--- src/rtl/socc_pkg.sv ---
// Shared types, constants and arithmetic helpers for the stereo one-corner soft clipper.
package socc_pkg;

    localparam int SAMPLE_BITS = 24;
    localparam int ST_W        = SAMPLE_BITS + 4;      // channel state / processed value
    localparam int THR_W       = SAMPLE_BITS - 1;      // threshold magnitude
    localparam int GAIN_W      = 20;                   // Q4.16
    localparam int FRAC_W      = 16;
    localparam int Q_W         = FRAC_W + 1;           // Q0.16 with room for 1.0
    localparam int ACC_W       = ST_W + 20;            // product sums before rounding
    localparam int CFG_IDX_W   = 3;
    localparam int CFG_DATA_W  = (THR_W > GAIN_W) ? THR_W : GAIN_W;

    localparam int PG_W = SAMPLE_BITS + GAIN_W + 1;    // sample * gain
    localparam int PA_W = ST_W + Q_W + 1;              // last * voicing
    localparam int PT_W = THR_W + Q_W;                 // threshold * (1 - voicing)
    localparam int MW_W = ST_W + Q_W + 1;              // processed * wet
    localparam int MD_W = SAMPLE_BITS + Q_W + 1;       // dry * (1 - wet)

    localparam logic [Q_W-1:0]    Q_UNITY    = Q_W'(1) << FRAC_W;
    localparam logic [GAIN_W-1:0] GAIN_UNITY = GAIN_W'(1) << FRAC_W;
    localparam logic [GAIN_W-1:0] GAIN_RESET = GAIN_UNITY;
    localparam logic [THR_W-1:0]  THR_RESET  = '1;
    localparam logic [Q_W-1:0]    VOICING_RESET = Q_W'(40503);
    localparam logic [Q_W-1:0]    WET_RESET  = Q_UNITY;

    localparam logic signed [ST_W-1:0] POS_T_RESET = $signed(ST_W'(THR_RESET));
    localparam logic signed [ST_W-1:0] NEG_T_RESET = -$signed(ST_W'(THR_RESET));

    localparam logic signed [ST_W-1:0] SAT_HI =
        {{(ST_W - SAMPLE_BITS + 1){1'b0}}, {(SAMPLE_BITS - 1){1'b1}}};
    localparam logic signed [ST_W-1:0] SAT_LO = ~SAT_HI;

    localparam logic signed [ACC_W-1:0] ROUND_BIAS = ACC_W'(1) << (FRAC_W - 1);

    typedef enum logic [CFG_IDX_W-1:0] {
        REG_INPUT_GAIN = 3'd0,
        REG_POS_THR    = 3'd1,
        REG_NEG_THR    = 3'd2,
        REG_VOICING    = 3'd3,
        REG_WET_MIX    = 3'd4
    } t_reg_idx;

    typedef enum logic [1:0] {
        ST_IDLE,
        ST_CLIP,
        ST_MIX,
        ST_SUM
    } t_state;

    typedef struct packed {
        logic [GAIN_W-1:0] gain;
        logic              gain_unity;
        logic [THR_W-1:0]  pos_thr;
        logic [THR_W-1:0]  neg_thr;
        logic [Q_W-1:0]    voicing;      // clamped to 1.0
        logic [Q_W-1:0]    voicing_inv;  // 1.0 - voicing
        logic [Q_W-1:0]    wet;          // clamped to 1.0
        logic [Q_W-1:0]    wet_inv;      // 1.0 - wet
    } t_cfg;

    typedef struct packed {
        logic load;   // beat accepted: capture sample, first products
        logic clip;   // clip decision, state update
        logic mix;    // wet/dry products
    } t_lane_ctl;

    typedef struct packed {
        logic [ST_W-1:0]        mix;   // rounded wet/dry sum, before saturation
        logic [SAMPLE_BITS-1:0] dry;
        logic                   hit;
    } t_lane_res;

    // floor((a + 2^15) / 2^16); result known to fit ST_W
    function automatic logic signed [ST_W-1:0] rnd16(input logic signed [ACC_W-1:0] a);
        logic signed [ACC_W-1:0] t;
        logic signed [ACC_W-1:0] s;
        begin
            t = a + ROUND_BIAS;
            s = t >>> FRAC_W;
            return s[ST_W-1:0];
        end
    endfunction

    function automatic logic signed [SAMPLE_BITS-1:0] sat(input logic signed [ST_W-1:0] m);
        logic signed [ST_W-1:0] c;
        begin
            if (m > SAT_HI) begin
                c = SAT_HI;
            end else if (m < SAT_LO) begin
                c = SAT_LO;
            end else begin
                c = m;
            end
            return c[SAMPLE_BITS-1:0];
        end
    endfunction

endpackage

--- src/rtl/socc_cfg.sv ---
// Configuration register file with voicing and wet clamping.
module socc_cfg import socc_pkg::*; (
    input  logic                  i_clk,
    input  logic                  i_rst_n,
    input  logic                  i_cfg_valid,
    output logic                  o_cfg_ready,
    input  logic [CFG_IDX_W-1:0]  i_cfg_index,
    input  logic [CFG_DATA_W-1:0] i_cfg_data,
    output t_cfg                  o_cfg
);

    logic [GAIN_W-1:0] r_gain;
    logic [THR_W-1:0]  r_pos_thr;
    logic [THR_W-1:0]  r_neg_thr;
    logic [Q_W-1:0]    r_voicing;
    logic [Q_W-1:0]    r_wet;

    assign o_cfg_ready = 1'b1;

    always_ff @(posedge i_clk) begin
        if (!i_rst_n) begin
            r_gain    <= GAIN_RESET;
            r_pos_thr <= THR_RESET;
            r_neg_thr <= THR_RESET;
            r_voicing <= VOICING_RESET;
            r_wet     <= WET_RESET;
        end else if (i_cfg_valid) begin
            unique case (t_reg_idx'(i_cfg_index))
                REG_INPUT_GAIN: r_gain    <= i_cfg_data[GAIN_W-1:0];
                REG_POS_THR:    r_pos_thr <= i_cfg_data[THR_W-1:0];
                REG_NEG_THR:    r_neg_thr <= i_cfg_data[THR_W-1:0];
                REG_VOICING:    r_voicing <= i_cfg_data[Q_W-1:0];
                REG_WET_MIX:    r_wet     <= i_cfg_data[Q_W-1:0];
                default: ;      // unmapped index: ignored
            endcase
        end
    end

    always_comb begin
        o_cfg.gain        = r_gain;
        o_cfg.gain_unity  = (r_gain == GAIN_UNITY);
        o_cfg.pos_thr     = r_pos_thr;
        o_cfg.neg_thr     = r_neg_thr;
        o_cfg.voicing     = (r_voicing > Q_UNITY) ? Q_UNITY : r_voicing;
        o_cfg.voicing_inv = Q_UNITY - o_cfg.voicing;
        o_cfg.wet         = (r_wet > Q_UNITY) ? Q_UNITY : r_wet;
        o_cfg.wet_inv     = Q_UNITY - o_cfg.wet;
    end

endmodule

--- config.mk ---
export PLATFORM = sky130hd
export DESIGN_NAME = socc_cfg
export DESIGN_NICKNAME = d
export VERILOG_FILES = /design/src/rtl/socc_pkg.sv /design/src/rtl/socc_cfg.sv
export SDC_FILE = /design/constraint.sdc
export NUM_CORES = 1
export LEC_CHECK = 0
export BUFFER_PORTS_ARGS = -buffer_cell sky130_fd_sc_hd__buf_2
export CORE_MARGIN = 8
export CORE_UTILIZATION = 54
export DETAILED_ROUTE_END_ITERATION = 6
export PLACE_DENSITY = 0.91
export SETUP_SLACK_MARGIN = 0.1
export SLEW_MARGIN = 10
export SYNTH_ARGS = -nofsm -noshare
export SYNTH_HDL_FRONTEND = slang
export SYNTH_SLANG_ARGS = --single-unit
--- constraint.sdc ---
create_clock -name i_clk -period 3.4 [get_ports i_clk]
set_clock_uncertainty 0.1 [all_clocks]
set_input_delay 0.51 -clock i_clk [delete_from_list [all_inputs] [get_ports i_clk]]
set_output_delay 0.51 -clock i_clk [all_outputs]
set_load 0.01 [all_outputs]
==> results.md <==
* Number of cells upsized or downsized after cts at 0
* Synthesized-area fraction occupied by and/or/nand/nor cells at 0.372
* Most used routing layer: met2
* Number of buffers created by CTS at 9
* Die boundary height at around 110 um
* Logic pwr share at 0.133
* Total number of vias at about 4.8k
* Wire length of the first global-routing pass at 23100 um
* Overall routing resource usage at 0.243
* Transition at the pin with the smallest max-transition slack at around 1000 ps
* CP Data Arrival Time at approximately 2500 ps
* Int Power at 1.69 mW
* Horiz. Die Dim at roughly 110 um
* Number of cells on the worst reg-to-reg path at 3
* Longest individual stage delay on the worst path at ~800 ps
* Number of setup violations in the final report at 0
* Top-level I/O count at ~170
* TritonCTS clock tree: done
* Mean cell area of the mapped netlist at 7.46 um^2
* Min-delay worst type: in2reg
* Global routing usage on met1 at 0.294
* Prevailing post-synth register cell: sky130_fd_sc_hd__dfxtp_1
* Drt total wl at between 10000 and 15000 um
* Combinational family with the most area after synthesis: simple AND/OR/NAND/NOR gates
* Synthesized net count at about 660
* Standard cell area after detailed placement at 5480 um^2
* Sequential power share at 0.534
* Critical path startpoint category: flop
* Instance count along the most critical hold path at 3
* Net Sw Power at about 0.63 mW
* Cell breakdown of the critical path: nor4_1 -> nand4_1 -> o211a_1 -> a221oi_1 -> buf_2
* Count of pins over their slew limit at 0
* Number of distinct standard cells referenced by the synthesized netlist at 49
* Core footprint at about 8600 um^2
* Critical Path End Type: output pin
* Via-per-instance ratio at around 5.6
* Final worst path period need at slightly above 3000 ps
* TNS Setup at 0 ps
* Compound-cell area share of the yosys netlist at 0.115
* Cell Pwr Density at a little over 400 nW/um^2
* Number of DRC violations after detailed-routing iteration 0 at 281
* CTS H-tree depth at 3
* Number of global-route vias before repair at ~4.6k
* Initial antenna violation count at 0
* Met2 global-route usage at 0.386
* Area growth from synthesis to layout at 20.8%
* HPWL after detailed placement at between 10000 and 15000 um
* TritonCTS sink count at 100
* Max capacitance violation total at 0
* Final Hold Viols at 0
* Endpoint of the lowest-slack register-to-register path: r_voicing[16]
* Worst Hold Launch: i_cfg_data[20]
* Proportion of total power due to net switching at 0.271
* CP required at approximately 2800 ps
* Initial standard-cell utilization of the core at 0.548
* Number of filler cells placed in the layout at 760
* Dominant delay contributor by cell family on the critical path: simple AND/OR/NAND/NOR gates
* Post-synth EDFFs at 0
* Synthesis-stage register bit count at 100
* Clock tree root buffer cell: sky130_fd_sc_hd__clkbuf_8
* Clock transition at path regs at 100 ps
* Worst setup path category: reg2out
* Xor/xnor share of the synthesized area at 0.0223
* Layout Nets at 791
* Fraction of the mapped netlist area in adder cells at 0.00532
* Multiplexer fraction of the synthesized cell area at 0.0114
* Count of standard-cell rows at 34
* Post-synth design cell area at roughly 4700 um^2
* Worst-Skew Late Latency at 360 ps
* Relative slew slack at 0.337
* Worst Hold End: r_neg_thr[20]
* Run status: finished clean
* Maximum VDD drop at about 0.26 mV
* Number of buffers added to fix hold violations after cts at 0
* DRT antenna net count at 0
* Maximum clock frequency at about 330 MHz
* Total of buffers placed on input and output ports at 163
* Part of the cycle the worst path needs at 0.905
* RSZ-0062 raised after global routing: no
* Overflow after GRT at 0
* ANT cells at 0
* Met3 usage in global routing at 0.0739
* Drt drc at 0
* Yosys warning count at 0
* Routability congestion estimate at between 0.9 and 1
* Reported leakage power at around 2.6 nW
* Maximum number of pins on one net before global-route repair at 101
* Design Area, Final at 5690 um^2
* Share of post-route cells with drive strength above 1 at 0.251
* Post-synthesis sequential area ratio at 0.425
* Portion of total power attributed to the clock network at 0.333
* Full die area at roughly 12000 um^2
* Postcts setup bufs at 0
* Register-to-Register Setup Slack at approximately 2400 ps
* Library cell contributing the largest single delay on the critical path: sky130_fd_sc_hd__nor4_1
* Synthesized netlist cell count at between 600 and 700
* Biggest fanout along the worst timing path at 6
* Buffers from clock root to sink, at most at 2
* Reg-to-reg critical path startpoint: r_voicing[16]
* WL per Instance at around 17 um
* Async set-reset flop share out of synthesis at 0
* DR pass1 iterations at 5
* Count of buffer and inverter cells on the critical path at 1
## power by group through the flow
| stage | logic (mW) | clock network (mW) | registers (mW) |
|---|---|---|---|
| 2_1_floorplan | 0.173 | 0 | 1.27 |
| 4_1_cts | 0.309 | 0.774 | 1.23 |
| 5_1_grt | 0.339 | 0.827 | 1.24 |
| 3_5_place_dp | 0.308 | 0 | 1.26 |
| 3_3_place_gp | 0.299 | 0 | 1.26 |
| 6_report | 0.309 | 0.771 | 1.24 |
## sequential cells by signal (all words and copies together) (netlist names)
signal     flops
r_neg_thr     23
r_wet         17
r_pos_thr     23
r_voicing     17
r_gain        20
## worst min-delay path: cells and delay by family
kind | cells | cell delay, ps
buffers and inverters | 1 | 90
and+or+nand+nor | 2 | 100
## layout by cell type (no fill, tap or decap), drive strengths merged, types with 5 or more instances in the layout
| cell | count |
|---|---|
| nand2 | 213 |
| buf | 167 |
| dfxtp | 100 |
| nand3 | 65 |
| a21boi | 44 |
| nor2b | 23 |
| nor2 | 22 |
| nor4 | 13 |
| and2 | 11 |
| clkbuf | 11 |
| nor3 | 10 |
| xnor2 | 9 |
| inv | 7 |
| nand4 | 5 |
| or3 | 5 |
## worst max path at each step
stage,from,end,slack [ps],cells past startpoint
6_report,r_wet[8],o_cfg[4],320,5
4_1_cts,r_wet[8],o_cfg[4],340,5
2_1_floorplan,r_voicing[16],o_cfg[48],810,8
3_3_place_gp,r_voicing[9],o_cfg[50],870,5
5_1_grt,r_wet[8],o_cfg[21],160,5
3_5_place_dp,r_wet[8],o_cfg[4],750,5
## final cells by class
| type | count | area (um^2) | share of cell area |
|---|---|---|---|
| inverter | 6 | 22.5 | 0.00396 |
| multi-input combinational | 476 | 2480 | 0.436 |
| sequential | 100 | 2000 | 0.352 |
| timing repair buffer | 167 | 846 | 0.149 |
| clock inverter | 5 | 60.1 | 0.0106 |
| clock buffer | 11 | 141 | 0.0249 |
| tap | 108 | 135 | 0.0238 |
## layer usage
| metal | vias up | wire length (um) |
|---|---|---|
| li1 | 2343 | - |
| met2 | 221 | 7000 |
| met3 | 39 | 1510 |
| met1 | 2243 | 5950 |
| met5 | - | 0 |
| met4 | 0 | 463 |
## synthesized netlist by cell type (3+ instances only)
| library cell | number | area, um^2 |
|---|---|---|
| sky130_fd_sc_hd__buf_4 | 3 | 22.5 |
| sky130_fd_sc_hd__nand3_1 | 65 | 325 |
| sky130_fd_sc_hd__dfxtp_1 | 100 | 2000 |
| sky130_fd_sc_hd__inv_1 | 6 | 22.5 |
| sky130_fd_sc_hd__nor2_1 | 22 | 82.6 |
| sky130_fd_sc_hd__buf_1 | 3 | 11.3 |
| sky130_fd_sc_hd__o22ai_1 | 3 | 18.8 |
| sky130_fd_sc_hd__mux2_2 | 3 | 33.8 |
| sky130_fd_sc_hd__and2_1 | 11 | 68.8 |
| sky130_fd_sc_hd__nand4_1 | 5 | 31.3 |
| sky130_fd_sc_hd__a21oi_1 | 4 | 20.0 |
| sky130_fd_sc_hd__xor2_1 | 3 | 26.3 |
| sky130_fd_sc_hd__nor2b_1 | 23 | 144 |
| sky130_fd_sc_hd__nor4_1 | 12 | 75.1 |
| sky130_fd_sc_hd__or3_1 | 5 | 31.3 |
| sky130_fd_sc_hd__a31oi_1 | 3 | 18.8 |
| sky130_fd_sc_hd__nor3_1 | 9 | 45.0 |
| sky130_fd_sc_hd__a21boi_0 | 44 | 330 |
| sky130_fd_sc_hd__nand2_1 | 213 | 800 |
| sky130_fd_sc_hd__xnor2_1 | 9 | 78.8 |
| sky130_fd_sc_hd__clkbuf_1 | 42 | 158 |
| sky130_fd_sc_hd__o31a_1 | 3 | 26.3 |
## metrics by stage
stage	setup WS [ps]	hold WS [ps]	instances	util	power (mW)
3_3_place_gp	872	347	857	0.638	1.56
3_5_place_dp	746	349	857	0.638	1.57
6_report	324	273	873	0.662	2.32
5_1_grt	161	272	873	0.662	2.41
4_1_cts	340	264	873	0.662	2.32
2_1_floorplan	808	352	631	-	1.44
## cell families after synthesis
family	Yosys count
simple gates	383
flops	100
compound gates	73
buf+inv	55
xor+xnor	12
mux	5
fa+ha+maj	2
other cells	1
Power figures use the tool's default switching activity.
