[src/rtl/socc_pkg.sv]
// Shared types, constants and arithmetic helpers for the stereo one-corner soft clipper.
package socc_pkg;

    localparam int SAMPLE_BITS = 24;
    localparam int ST_W        = SAMPLE_BITS + 4;      // channel state / processed value
    localparam int THR_W       = SAMPLE_BITS - 1;      // threshold magnitude
    localparam int GAIN_W      = 20;                   // Q4.16
    localparam int FRAC_W      = 16;
    localparam int Q_W         = FRAC_W + 1;           // Q0.16 with room for 1.0
    localparam int ACC_W       = ST_W + 20;            // product sums before rounding
    localparam int CFG_IDX_W   = 3;
    localparam int CFG_DATA_W  = (THR_W > GAIN_W) ? THR_W : GAIN_W;

    localparam int PG_W = SAMPLE_BITS + GAIN_W + 1;    // sample * gain
    localparam int PA_W = ST_W + Q_W + 1;              // last * voicing
    localparam int PT_W = THR_W + Q_W;                 // threshold * (1 - voicing)
    localparam int MW_W = ST_W + Q_W + 1;              // processed * wet
    localparam int MD_W = SAMPLE_BITS + Q_W + 1;       // dry * (1 - wet)

    localparam logic [Q_W-1:0]    Q_UNITY    = Q_W'(1) << FRAC_W;
    localparam logic [GAIN_W-1:0] GAIN_UNITY = GAIN_W'(1) << FRAC_W;
    localparam logic [GAIN_W-1:0] GAIN_RESET = GAIN_UNITY;
    localparam logic [THR_W-1:0]  THR_RESET  = '1;
    localparam logic [Q_W-1:0]    VOICING_RESET = Q_W'(40503);
    localparam logic [Q_W-1:0]    WET_RESET  = Q_UNITY;

    localparam logic signed [ST_W-1:0] POS_T_RESET = $signed(ST_W'(THR_RESET));
    localparam logic signed [ST_W-1:0] NEG_T_RESET = -$signed(ST_W'(THR_RESET));

    localparam logic signed [ST_W-1:0] SAT_HI =
        {{(ST_W - SAMPLE_BITS + 1){1'b0}}, {(SAMPLE_BITS - 1){1'b1}}};
    localparam logic signed [ST_W-1:0] SAT_LO = ~SAT_HI;

    localparam logic signed [ACC_W-1:0] ROUND_BIAS = ACC_W'(1) << (FRAC_W - 1);

    typedef enum logic [CFG_IDX_W-1:0] {
        REG_INPUT_GAIN = 3'd0,
        REG_POS_THR    = 3'd1,
        REG_NEG_THR    = 3'd2,
        REG_VOICING    = 3'd3,
        REG_WET_MIX    = 3'd4
    } t_reg_idx;

    typedef enum logic [1:0] {
        ST_IDLE,
        ST_CLIP,
        ST_MIX,
        ST_SUM
    } t_state;

    typedef struct packed {
        logic [GAIN_W-1:0] gain;
        logic              gain_unity;
        logic [THR_W-1:0]  pos_thr;
        logic [THR_W-1:0]  neg_thr;
        logic [Q_W-1:0]    voicing;      // clamped to 1.0
        logic [Q_W-1:0]    voicing_inv;  // 1.0 - voicing
        logic [Q_W-1:0]    wet;          // clamped to 1.0
        logic [Q_W-1:0]    wet_inv;      // 1.0 - wet
    } t_cfg;

    typedef struct packed {
        logic load;   // beat accepted: capture sample, first products
        logic clip;   // clip decision, state update
        logic mix;    // wet/dry products
    } t_lane_ctl;

    typedef struct packed {
        logic [ST_W-1:0]        mix;   // rounded wet/dry sum, before saturation
        logic [SAMPLE_BITS-1:0] dry;
        logic                   hit;
    } t_lane_res;

    // floor((a + 2^15) / 2^16); result known to fit ST_W
    function automatic logic signed [ST_W-1:0] rnd16(input logic signed [ACC_W-1:0] a);
        logic signed [ACC_W-1:0] t;
        logic signed [ACC_W-1:0] s;
        begin
            t = a + ROUND_BIAS;
            s = t >>> FRAC_W;
            return s[ST_W-1:0];
        end
    endfunction

    function automatic logic signed [SAMPLE_BITS-1:0] sat(input logic signed [ST_W-1:0] m);
        logic signed [ST_W-1:0] c;
        begin
            if (m > SAT_HI) begin
                c = SAT_HI;
            end else if (m < SAT_LO) begin
                c = SAT_LO;
            end else begin
                c = m;
            end
            return c[SAMPLE_BITS-1:0];
        end
    endfunction

endpackage

[src/rtl/socc_merge.sv]
// Merge stage: saturation, unity bypass across both lanes, output register.
module socc_merge import socc_pkg::*; (
    input  logic                          i_clk,
    input  logic                          i_rst_n,
    input  logic                          i_load,
    input  logic                          i_gain_unity,
    input  t_lane_res                     i_left,
    input  t_lane_res                     i_right,
    input  logic                          i_out_stall,
    output logic                          o_free,
    output logic                          o_out_valid,
    output logic signed [SAMPLE_BITS-1:0] o_left_out,
    output logic signed [SAMPLE_BITS-1:0] o_right_out
);

    logic                          r_valid;
    logic signed [SAMPLE_BITS-1:0] r_left;
    logic signed [SAMPLE_BITS-1:0] r_right;
    logic                          bypass;

    assign o_free = !r_valid || !i_out_stall;
    assign bypass = i_gain_unity && !(i_left.hit || i_right.hit);

    always_ff @(posedge i_clk) begin
        if (!i_rst_n) begin
            r_valid <= 1'b0;
        end else if (i_load) begin
            r_valid <= 1'b1;
        end else if (!i_out_stall) begin
            r_valid <= 1'b0;
        end
    end

    always_ff @(posedge i_clk) begin
        if (i_load) begin
            r_left  <= bypass ? $signed(i_left.dry)  : sat($signed(i_left.mix));
            r_right <= bypass ? $signed(i_right.dry) : sat($signed(i_right.mix));
        end
    end

    assign o_out_valid = r_valid;
    assign o_left_out  = r_left;
    assign o_right_out = r_right;

endmodule

[config.mk]
export PLATFORM = sky130hd
export DESIGN_NAME = socc_merge
export DESIGN_NICKNAME = d
export VERILOG_FILES = /design/src/rtl/socc_pkg.sv /design/src/rtl/socc_merge.sv
export SDC_FILE = /design/constraint.sdc
export NUM_CORES = 1
export LEC_CHECK = 0
export BUFFER_PORTS_ARGS = -buffer_cell sky130_fd_sc_hd__buf_2
export CAP_MARGIN = 20
export CELL_PAD_IN_SITES_DETAIL_PLACEMENT = 1
export CELL_PAD_IN_SITES_GLOBAL_PLACEMENT = 2
export CORE_ASPECT_RATIO = 0.9
export CORE_UTILIZATION = 22
export DETAILED_ROUTE_END_ITERATION = 10
export PLACE_DENSITY = 0.76
export SETUP_SLACK_MARGIN = 0.15
export SYNTH_ARGS = -nofsm -noshare
export SYNTH_HDL_FRONTEND = slang
export SYNTH_SLANG_ARGS = --single-unit
[constraint.sdc]
create_clock -name i_clk -period 1.4 [get_ports i_clk]
set_input_delay 0.28 -clock i_clk [delete_from_list [all_inputs] [get_ports i_clk]]
set_output_delay 0.28 -clock i_clk [all_outputs]
set_load 0.05 [all_outputs]
==> results of run 1 <==
==> layout make-up <==
type,instances,area share (%)
Clock buffer,7,3.377
Clock inverter,1,0.1911
Multi-Input combinational cell,104,22.36
Sequential cell,49,37.21
Tap cell,129,4.110
Timing Repair Buffer,184,32.75
==> final timing paths <==
kind | startpoint | to
max | i_left[0] | o_right_out[12]
min reg2reg | o_out_valid | o_out_valid
min | i_rst_n | o_out_valid
max reg2reg | o_out_valid | o_out_valid
==> report_power, final <==
part	internal [mW]	switching [mW]
registers	1.78	0.0379
logic	0.455	0.826
clock network	0.665	0.523
total	2.90	1.39
==> cell usage in the layout (no fill, tap or decap), types with 4 or more instances in the layout <==
cell type / synthesis / final
clkbuf_16: 0 / 5
buf_4: 2 / 4
buf_12: 0 / 10
buf_2: 1 / 158
buf_16: 0 / 8
o22a_1: 46 / 46
edfxtp_1: 48 / 48
a21boi_0: 46 / 46
==> state kept, by name (all words and copies together) (netlist names) <==
signal       count
o_right_out     24
o_left_out      24
o_out_valid      1
==> cell families after synthesis <==
| logic type | count (synthesis) |
|---|---|
| AOI/OAI and AO/OA | 95 |
| buffers and inverters | 18 |
| DFF | 49 |
| and+or+nand+nor | 7 |
| muxes | 2 |
==> synthesized netlist by cell type <==
library cell / number / share of area [%]
a21oi_1: 1 / 0.21
buf_6: 5 / 2.3
nand4_1: 2 / 0.52
o21ai_2: 2 / 0.72
edfxtp_1: 48 / 60
nand2_1: 1 / 0.15
a21boi_0: 46 / 14
clkbuf_1: 9 / 1.4
or3b_1: 1 / 0.36
buf_2: 1 / 0.21
dfxtp_1: 1 / 0.83
nor4_1: 2 / 0.52
buf_4: 2 / 0.62
mux2_4: 2 / 1.2
nor2b_1: 1 / 0.26
o22a_1: 46 / 17
buf_1: 1 / 0.15
==> metal layers <==
metal	up-vias	track usage (%)
met2	94	28.11
met3	4	4.069
met1	1062	19.36
li1	1051	-
met4	0	3.487
met5	-	0
==> stage by stage <==
stage,hold slack (ps),power (mW)
3_3_place_gp,488.9,3.005
5_1_grt,231.8,4.462
3_5_place_dp,514.8,3.024
4_1_cts,202.9,4.331
6_report,207.9,4.292
2_1_floorplan,392.5,2.612
==> worst register-to-register path, stage by stage (launching register included) <==
cell and delay [ps]:
dfxtp_1 380, a21oi_1 80, nor2b_1 110
==> repair_timing <==
| item | CTS | global route |
|---|---|---|
| gates resized for setup | 14 | 4 |
| cloned | 8 | 0 |
| setup buffers | 4 | 0 |
| setup endpoints to repair | 48 | 47 |
| hold buffers | 0 | 0 |
| pin swaps | 8 | 0 |
==> reports/qor.csv, run 1 <==
metric;value;unit
Core ar.;0.01047;sq mm
flop2flop setup slack;780;ps
Pre-Repair DR Iteration Count;4;
sequential-to-total area share from yosys stat;60.39;%
Worst Hold Class;in -> reg;
Crit Path Category;in -> reg;
Initial Utilization;23.12;%
Post-Synth Adder-Cell Area;0;%
die footprint;0.01142;sq mm
VDD IR max;559.3;uV
vias in the first global route;2448;
post-synthesis mux area share;1.241;%
# fillers;1143;
CTS sink count;49;
CTS tree;done;
met3 WL post-DR;545;um
Post-Layout Inst Area;0.003928;sq mm
CP endpoint kind;register;
overall routing resource usage;15.81;%
vias per cell;4.665;
total CTS buffers;5;
Top-Level Pins;161;
Max-Cap Viols;0;
Avg WL per Cell;18.82;um
GPL Wtd Cong;0.7042;
clk_skew;0;ps
largest family of logic cells by synthesized area;compound AO/OA/AOI/OAI gates;
hold depth;2;
Area after DPL;0.003448;sq mm
post-layout worst setup margin;85.29;ps
Critical Path RT;1550;ps
Worst Tran Pin Value;363.3;ps
drt initial violations;61;
CP startpoint kind;input pin;
Avg Cell Area, Syn;14.15;sq um
Top Layer Used;met4;
critical path's top delay family;buffers and inverters;
Buf/Inv on CP;3;
Max FO, Critical Path;6;
syn_nets;282;
fmax;0.7606;GHz
area growth from synthesis to final layout;62.31;%
share of layout cells above drive strength 1;57.39;%
Final ANT Viol Nets;0;
worst skew pair latency;280;ps
Slew headroom;75.69;%
GRT overflow;0;
status;completed;
critical path cell sequence;buf_6 > or3b_4 > buf_12 > o21ai_4 > buf_12 > o22a_1;
XOR/XNOR Fraction of Synth Area;0;%
area of the multi-input gates;878.3;sq um
Synth cell types;17;
CTS clk-pin slew, worst paths;70;ps
met1 wire length;3.942;mm
endpoints failing setup;0;
Antenna Cells;0;
max incr delay on CP;440;ps
Die Height;101.5;um
root buf cell;clkbuf_16;
Crit path arrival time;1460;ps
leakage;1.666;nW
final slew viol count;0;
Setup WS pre-CTS;-287.4;ps
post-synthesis simple-gate area fraction;1.810;%
dpl hpwl;5.594;mm
Reg area;0.001461;sq mm
FP Rows;35;
RSZ-0062 raised after global routing;yes;
nets@finish;455;
Ys Warns;0;
H-tree levels;2;
DIE WIDTH;112.6;um
dpl cells;454;
initial antenna violation count;0;
Final Non-Filler Cells;474;
final hold violation count;0;
synthesized instance count;171;
Port Buffers;160;
cell count along the critical path;6;
Critical-path top delay cell;or3b_4;
DR vias;2211;
met2 wire length;4.355;mm
largest net degree at the start of global routing;50;
most frequent CP cell;buf_12;
CTS Buffer Depth;2;
global-route wire length before repair;13.48;mm
area fraction in compound gates after synthesis;31.85;%
Final Critical Period;1315;ps
post-layout util;37.53;%
setup TNS;0;ps
r2r worst-path depth;2;
Mapped Area;0.002420;sq mm
PwrDens;1093;mW/mm^2
Post-route DRC;0;
wirelength, routed;8.919;mm
ratio of final minimum period to clock period;93.91;%
register bit total from synthesis;49;
No activity file was read; power rests on OpenSTA's default activity.
==> run 2: changes to the inputs <==
- CORE_ASPECT_RATIO: 0.9 -> 1.2
==> run 2 against run 1 <==
Against the previous run:
- the run now ends with DRC left
- clock skew unchanged
- power up 2.7%
- clock power up 13%
- critical path depth down 1
- via count down 0.72%
- highest routed layer unchanged
==> reports/qor.csv, run 2 (synthesis results as in run 1) <==
metric;value;unit
vias in the first global route;2452;
DR vias;2195;
dpl hpwl;5.554;mm
Post-route DRC;24;
Critical Path RT;1440;ps
Top-Level Pins;161;
RSZ-0062 raised after global routing;yes;
Max FO, Critical Path;8;
clk_skew;0;ps
Port Buffers;160;
Critical-path top delay cell;or3b_4;
area growth from synthesis to final layout;59.05;%
fmax;0.7828;GHz
sequential power share;41.3;%
final slew viol count;0;
Final ANT Viol Nets;0;
area of the multi-input gates;885.9;sq um
share of layout cells above drive strength 1;57.02;%
nets@finish;452;
Antenna Cells;0;
dpl cells;455;
root buf cell;clkbuf_16;
VDD IR max;448.1;uV
CP endpoint kind;register;
Reg area;0.001461;sq mm
total power;4.409;mW
Slew headroom;80.11;%
CTS Buffer Depth;2;
drt initial violations;54;
Max-Cap Viols;0;
PwrDens;1146;mW/mm^2
failing checks;DRC;
critical path's top delay family;simple AND/OR/NAND/NOR gates;
Final Non-Filler Cells;471;
commonest non-fill, non-tap cell in the layout;buf_2;
Area after DPL;0.003468;sq mm
vias per cell;4.660;
DIE WIDTH;97.74;um
r2r worst-path depth;2;
critical path cell sequence;buf_6 > or3b_4 > buf_12 > buf_8 > o22a_1;
most frequent cells in the layout;157 x buf_2, 48 x edfxtp_1, 46 x a21boi_0, 46 x o22a_1, 10 x buf_12;
Initial Utilization;22.79;%
Die Height;116.9;um
CTS clk-pin slew, worst paths;60;ps
H-tree levels;2;
Worst Hold Class;in -> reg;
final hold violation count;0;
max incr delay on CP;440;ps
hold depth;2;
overall routing resource usage;14.69;%
Avg WL per Cell;17.49;um
global-route wire length before repair;12.72;mm
Core ar.;0.01062;sq mm
leakage;1.627;nW
FP Rows;41;
Worst Tran Pin Value;297.2;ps
Gate power share;28.1;%
die footprint;0.01142;sq mm
wirelength, routed;8.238;mm
Buf/Inv on CP;3;
# fillers;1197;
GPL Wtd Cong;0.6877;
Pre-Repair DR Iteration Count;7;
largest net degree at the start of global routing;50;
initial antenna violation count;0;
clock share of power;30.7;%
cell count along the critical path;5;
status;finished, violations left;
Sw Pwr;1.354;mW
worst skew pair latency;280;ps
GRT overflow;0;
Post-Layout Inst Area;0.003849;sq mm
CP startpoint kind;input pin;
Fin Hold WS;211.3;ps
CTS sink count;49;
Crit Path Category;in -> reg;
Sw Share;30.71;%
total CTS buffers;5;
Int Pwr;3.055;mW
endpoints failing setup;0;
Final Critical Period;1277;ps
CTS tree;done;
Crit path arrival time;1310;ps
ratio of final minimum period to clock period;91.24;%
post-cts hold buffer count;0;
## run 2: changes by cell type in the layout (fill, tap and decap cells not counted)
cell,change
buf_16,-5
buf_2,-1
buf_6,+3
bufinv_16,+1
clkbuf_1,-1
clkinv_1,+1
clkinvlp_4,-1
o21ai_2,-1
o21ai_4,+1
## run 2: power by group through the flow
stage                     sequential, mW  combinational [mW]  clock, mW
after floorplan                     2.37               0.244          0
after global placement              1.85                1.16          0
after detailed placement            1.85                1.17          0
after CTS                           1.82                1.24       1.40
after global routing                1.84                1.31       1.46
final                               1.82                1.24       1.35
## run 2: layer usage
metal  vias to the layer above  routed length, um  global-route usage [%]
met3                         6                587                   3.860
li1                       1043                  -                       -
met4                         0                 72                   3.636
met5                         -                  0                       0
met2                        94               4528                   29.03
met1                      1052               3049                   15.54
## run 2: repair_timing
| action | in CTS | in global routing |
|---|---|---|
| buffers inserted | 1 | 2 |
| pin swaps | 1 | 4 |
| cloned | 5 | 0 |
| endpoints found under the setup margin | 48 | 47 |
| gates resized for setup | 16 | 6 |
## run 2: layout make-up
type                            count  area share (%)
Sequential cell                    49           37.97
Clock inverter                      2          0.8778
Timing Repair Buffer              181           30.59
Tap cell                          129           4.194
Multi-Input combinational cell    104           23.02
Clock buffer                        6           3.349
## run 2: final timing paths
check / start / endpoint / slack [ps]
hold / removal: i_rst_n / o_out_valid / 210
setup reg to reg: o_out_valid / o_out_valid / 760
setup / recovery: i_left[0] / o_left_out[21] / 120
hold reg to reg: o_out_valid / o_out_valid / 580
## run 2: through the flow
stage / setup WS, ps / TNS (ps) / utilization (%)
2_1_floorplan: -79.29 / -1707 / -
3_3_place_gp: -297.2 / -12720 / 32.66
3_5_place_dp: -356.2 / -13780 / 32.66
4_1_cts: 135.2 / 0 / 35.82
5_1_grt: 113.5 / 0 / 36.24
6_report: 122.6 / 0 / 36.24
==> run 3: changes to the inputs <==
- ABC_AREA: default -> 1
- CORE_UTILIZATION: 22 -> 20
- PLACE_DENSITY: 0.76 -> 0.77
==> run 3 against run 2 <==
Against the previous run:
- the run now ends clean
- sequential share of layout area grew 0.82 points
- synthesized cell count grew 89%
- register-to-register slack is essentially flat
- first-iteration DRC count grew 65%
- global-route usage shrank 2.0 points
- clock-buffer cell count is the same
- design area shrank 2.1%
- flip-flop and latch count is the same
- die area grew 18%
- non-clock buffer count shrank 12
- power shrank 5.0%
- synthesized area grew 7.4%
==> reports/qor.csv, run 3 <==
metric;value;unit
post-cts hold buffer count;0;
Post-Layout Inst Area;0.003767;sq mm
Synth top cells by count;230 x nand2_1, 48 x edfxtp_1, 10 x nand2_2, 7 x buf_2, 5 x nor2_1;
Buf/Inv on CP;1;
Worst Hold Class;in -> reg;
PwrDens;1112;mW/mm^2
root buf cell;clkbuf_16;
synth top area cells;edfxtp_1 55%, nand2_1 33%, nand2_2 2.4%;
top-area cell type share of the netlist area;55.44;%
setup TNS;0;ps
Area after DPL;0.003595;sq mm
asr flop ratio synth;0;%
Synth Flop Type;edfxtp_1;
commonest non-fill, non-tap cell in the layout;nand2_1;
overall routing resource usage;12.64;%
final hold violation count;0;
worst skew pair latency;280;ps
area fraction in compound gates after synthesis;1.636;%
Final ANT Viol Nets;0;
most frequent cells in the layout;228 x nand2_1, 160 x buf_2, 48 x edfxtp_1, 12 x nand2_2, 6 x buf_4;
Synth area leader;edfxtp_1;
Critical-path top delay cell;dfxtp_1;
Crit Path Category;reg -> out;
XOR/XNOR Fraction of Synth Area;0;%
Die Height;126.9;um
ratio of final minimum period to clock period;85.26;%
Max FO, Critical Path;2;
Synth cell types;16;
GPL Wtd Cong;0.7154;
Top-Level Pins;161;
initial antenna violation count;0;
DIE WIDTH;106.1;um
nets@finish;594;
Int Pwr;2.760;mW
die footprint;0.01346;sq mm
Antenna Cells;0;
GRT overflow;0;
H-tree levels;2;
Avg WL per Cell;13.81;um
status;completed;
CTS tree;done;
final slew viol count;0;
Avg Cell Area, Syn;8.050;sq um
Post-synth EDFFs;48;
global-route wire length before repair;13.27;mm
leakage;1.950;nW
flop2flop setup slack;760;ps
r2r startpoint;o_out_valid;
synthesized instance count;323;
Post-Synth Adder-Cell Area;0;%
Post-route DRC;0;
cell count along the critical path;2;
post-CTS setup buffer count;0;
fmax;0.8378;GHz
Critical Path RT;1120;ps
drt initial violations;89;
CTS Buffer Depth;2;
area growth from synthesis to final layout;44.90;%
clock share of power;27.9;%
Sw Share;34.14;%
wirelength, routed;8.932;mm
VDD IR max;427.9;uV
sequential power share;43.6;%
max incr delay on CP;320;ps
CTS clk-pin slew, worst paths;60;ps
largest net degree at the start of global routing;50;
Slew headroom;67.60;%
largest family of logic cells by synthesized area;simple AND/OR/NAND/NOR gates;
Worst R2R End;o_out_valid;
end point of the critical path;o_free;
Max-Cap Viols;0;
Final Critical Period;1194;ps
post-synthesis simple-gate area fraction;36.91;%
Pre-Repair DR Iteration Count;4;
Core ar.;0.01267;sq mm
Mapped Area;0.002600;sq mm
Worst Tran Pin Value;484.2;ps
share of layout cells above drive strength 1;39.54;%
critical path cell sequence;nand2_2 > buf_2;
Sw Pwr;1.431;mW
dpl hpwl;6.350;mm
Port Buffers;160;
vias in the first global route;2740;
syn_nets;434;
register bit total from synthesis;49;
total CTS buffers;5;
vias per cell;4.104;
Ys Warns;0;
critical path's top delay family;flip-flops;
most common cell in the netlist;nand2_1;
CP endpoint kind;primary output;
FP Rows;45;
Crit path arrival time;910;ps
DR vias;2655;
CTS sink count;49;
endpoints failing setup;0;
post-synthesis mux area share;0;%
Initial Utilization;20.52;%
RSZ-0062 raised after global routing;no;
Gate power share;28.6;%
sequential-to-total area share from yosys stat;56.21;%
clk_skew;0;ps
crit path from;o_out_valid;
CP startpoint kind;register;
r2r worst-path depth;2;
run 3: cell types whose count changed after synthesis, moves of 3 or more:
cell / before / now
nand2_1: 1 / 230
o22a_1: 46 / 0
a21boi_0: 46 / 1
nand2_2: 0 / 10
buf_2: 1 / 7
clkbuf_1: 9 / 3
nor2_1: 0 / 5
inv_1: 0 / 3
run 3: layer usage:
layer / wire (um) / track usage [%] / vias up
li1: - / - / 1328
met1: 3698 / 15.01 / 1219
met2: 4585 / 22.57 / 103
met3: 562 / 3.237 / 5
met4: 85 / 3.186 / 0
met5: 0 / 0 / -
run 3: worst min-delay path by stage:
stage	depth (start not counted)	startpoint	to	slack [ps]
after global placement	2	o_out_valid	o_out_valid	460
final	2	i_rst_n	o_out_valid	250
after CTS	2	i_rst_n	o_out_valid	240
after floorplan	0	i_load	o_left_out[0]	390
after global routing	2	i_rst_n	o_out_valid	260
after detailed placement	2	o_out_valid	o_out_valid	490
run 3: area by class of cell:
cell class / instances / area [sq um]
fill: 1605 / 8901
sequential: 49 / 1461
multi-input combinational: 254 / 1047
timing repair buffer: 169 / 905.9
tap: 164 / 205.2
clock buffer: 6 / 128.9
inverter: 4 / 15.01
clock inverter: 1 / 3.754
run 3: logic make-up after synthesis:
kind of cell / after synthesis
buffers and inverters: 22
and+or+nand+nor: 247
AOI/OAI and AO/OA: 5
DFF: 49
run 3: timing repair:
| item | 4_1_cts | 5_1_grt |
|---|---|---|
| cloned | 0 | 2 |
| pin swaps | 1 | 2 |
| setup endpoints to repair | 25 | 40 |
| resized for setup | 1 | 2 |
| hold endpoints to repair | 0 | 0 |
run 3: power groups by stage:
stage | Sequential [mW] | Combinational [mW] | Clock (mW)
6_report | 1.83 | 1.20 | 1.17
5_1_grt | 1.84 | 1.29 | 1.26
3_5_place_dp | 1.86 | 1.20 | 0
2_1_floorplan | 2.37 | 0.273 | 0
3_3_place_gp | 1.85 | 1.18 | 0
4_1_cts | 1.83 | 1.20 | 1.23
run 3: through the flow:
stage | power, mW | utilization, % | hold slack [ps] | setup slack [ps] | std cells
after floorplan | 2.643 | - | 392.5 | 188.8 | 323
after global placement | 3.035 | 28.38 | 462.1 | -223.3 | 638
after detailed placement | 3.056 | 28.38 | 491.6 | -296.7 | 638
after CTS | 4.261 | 29.48 | 242.9 | 152.4 | 645
after global routing | 4.391 | 29.74 | 262.6 | 175.5 | 647
final | 4.191 | 29.74 | 253.6 | 206.4 | 647
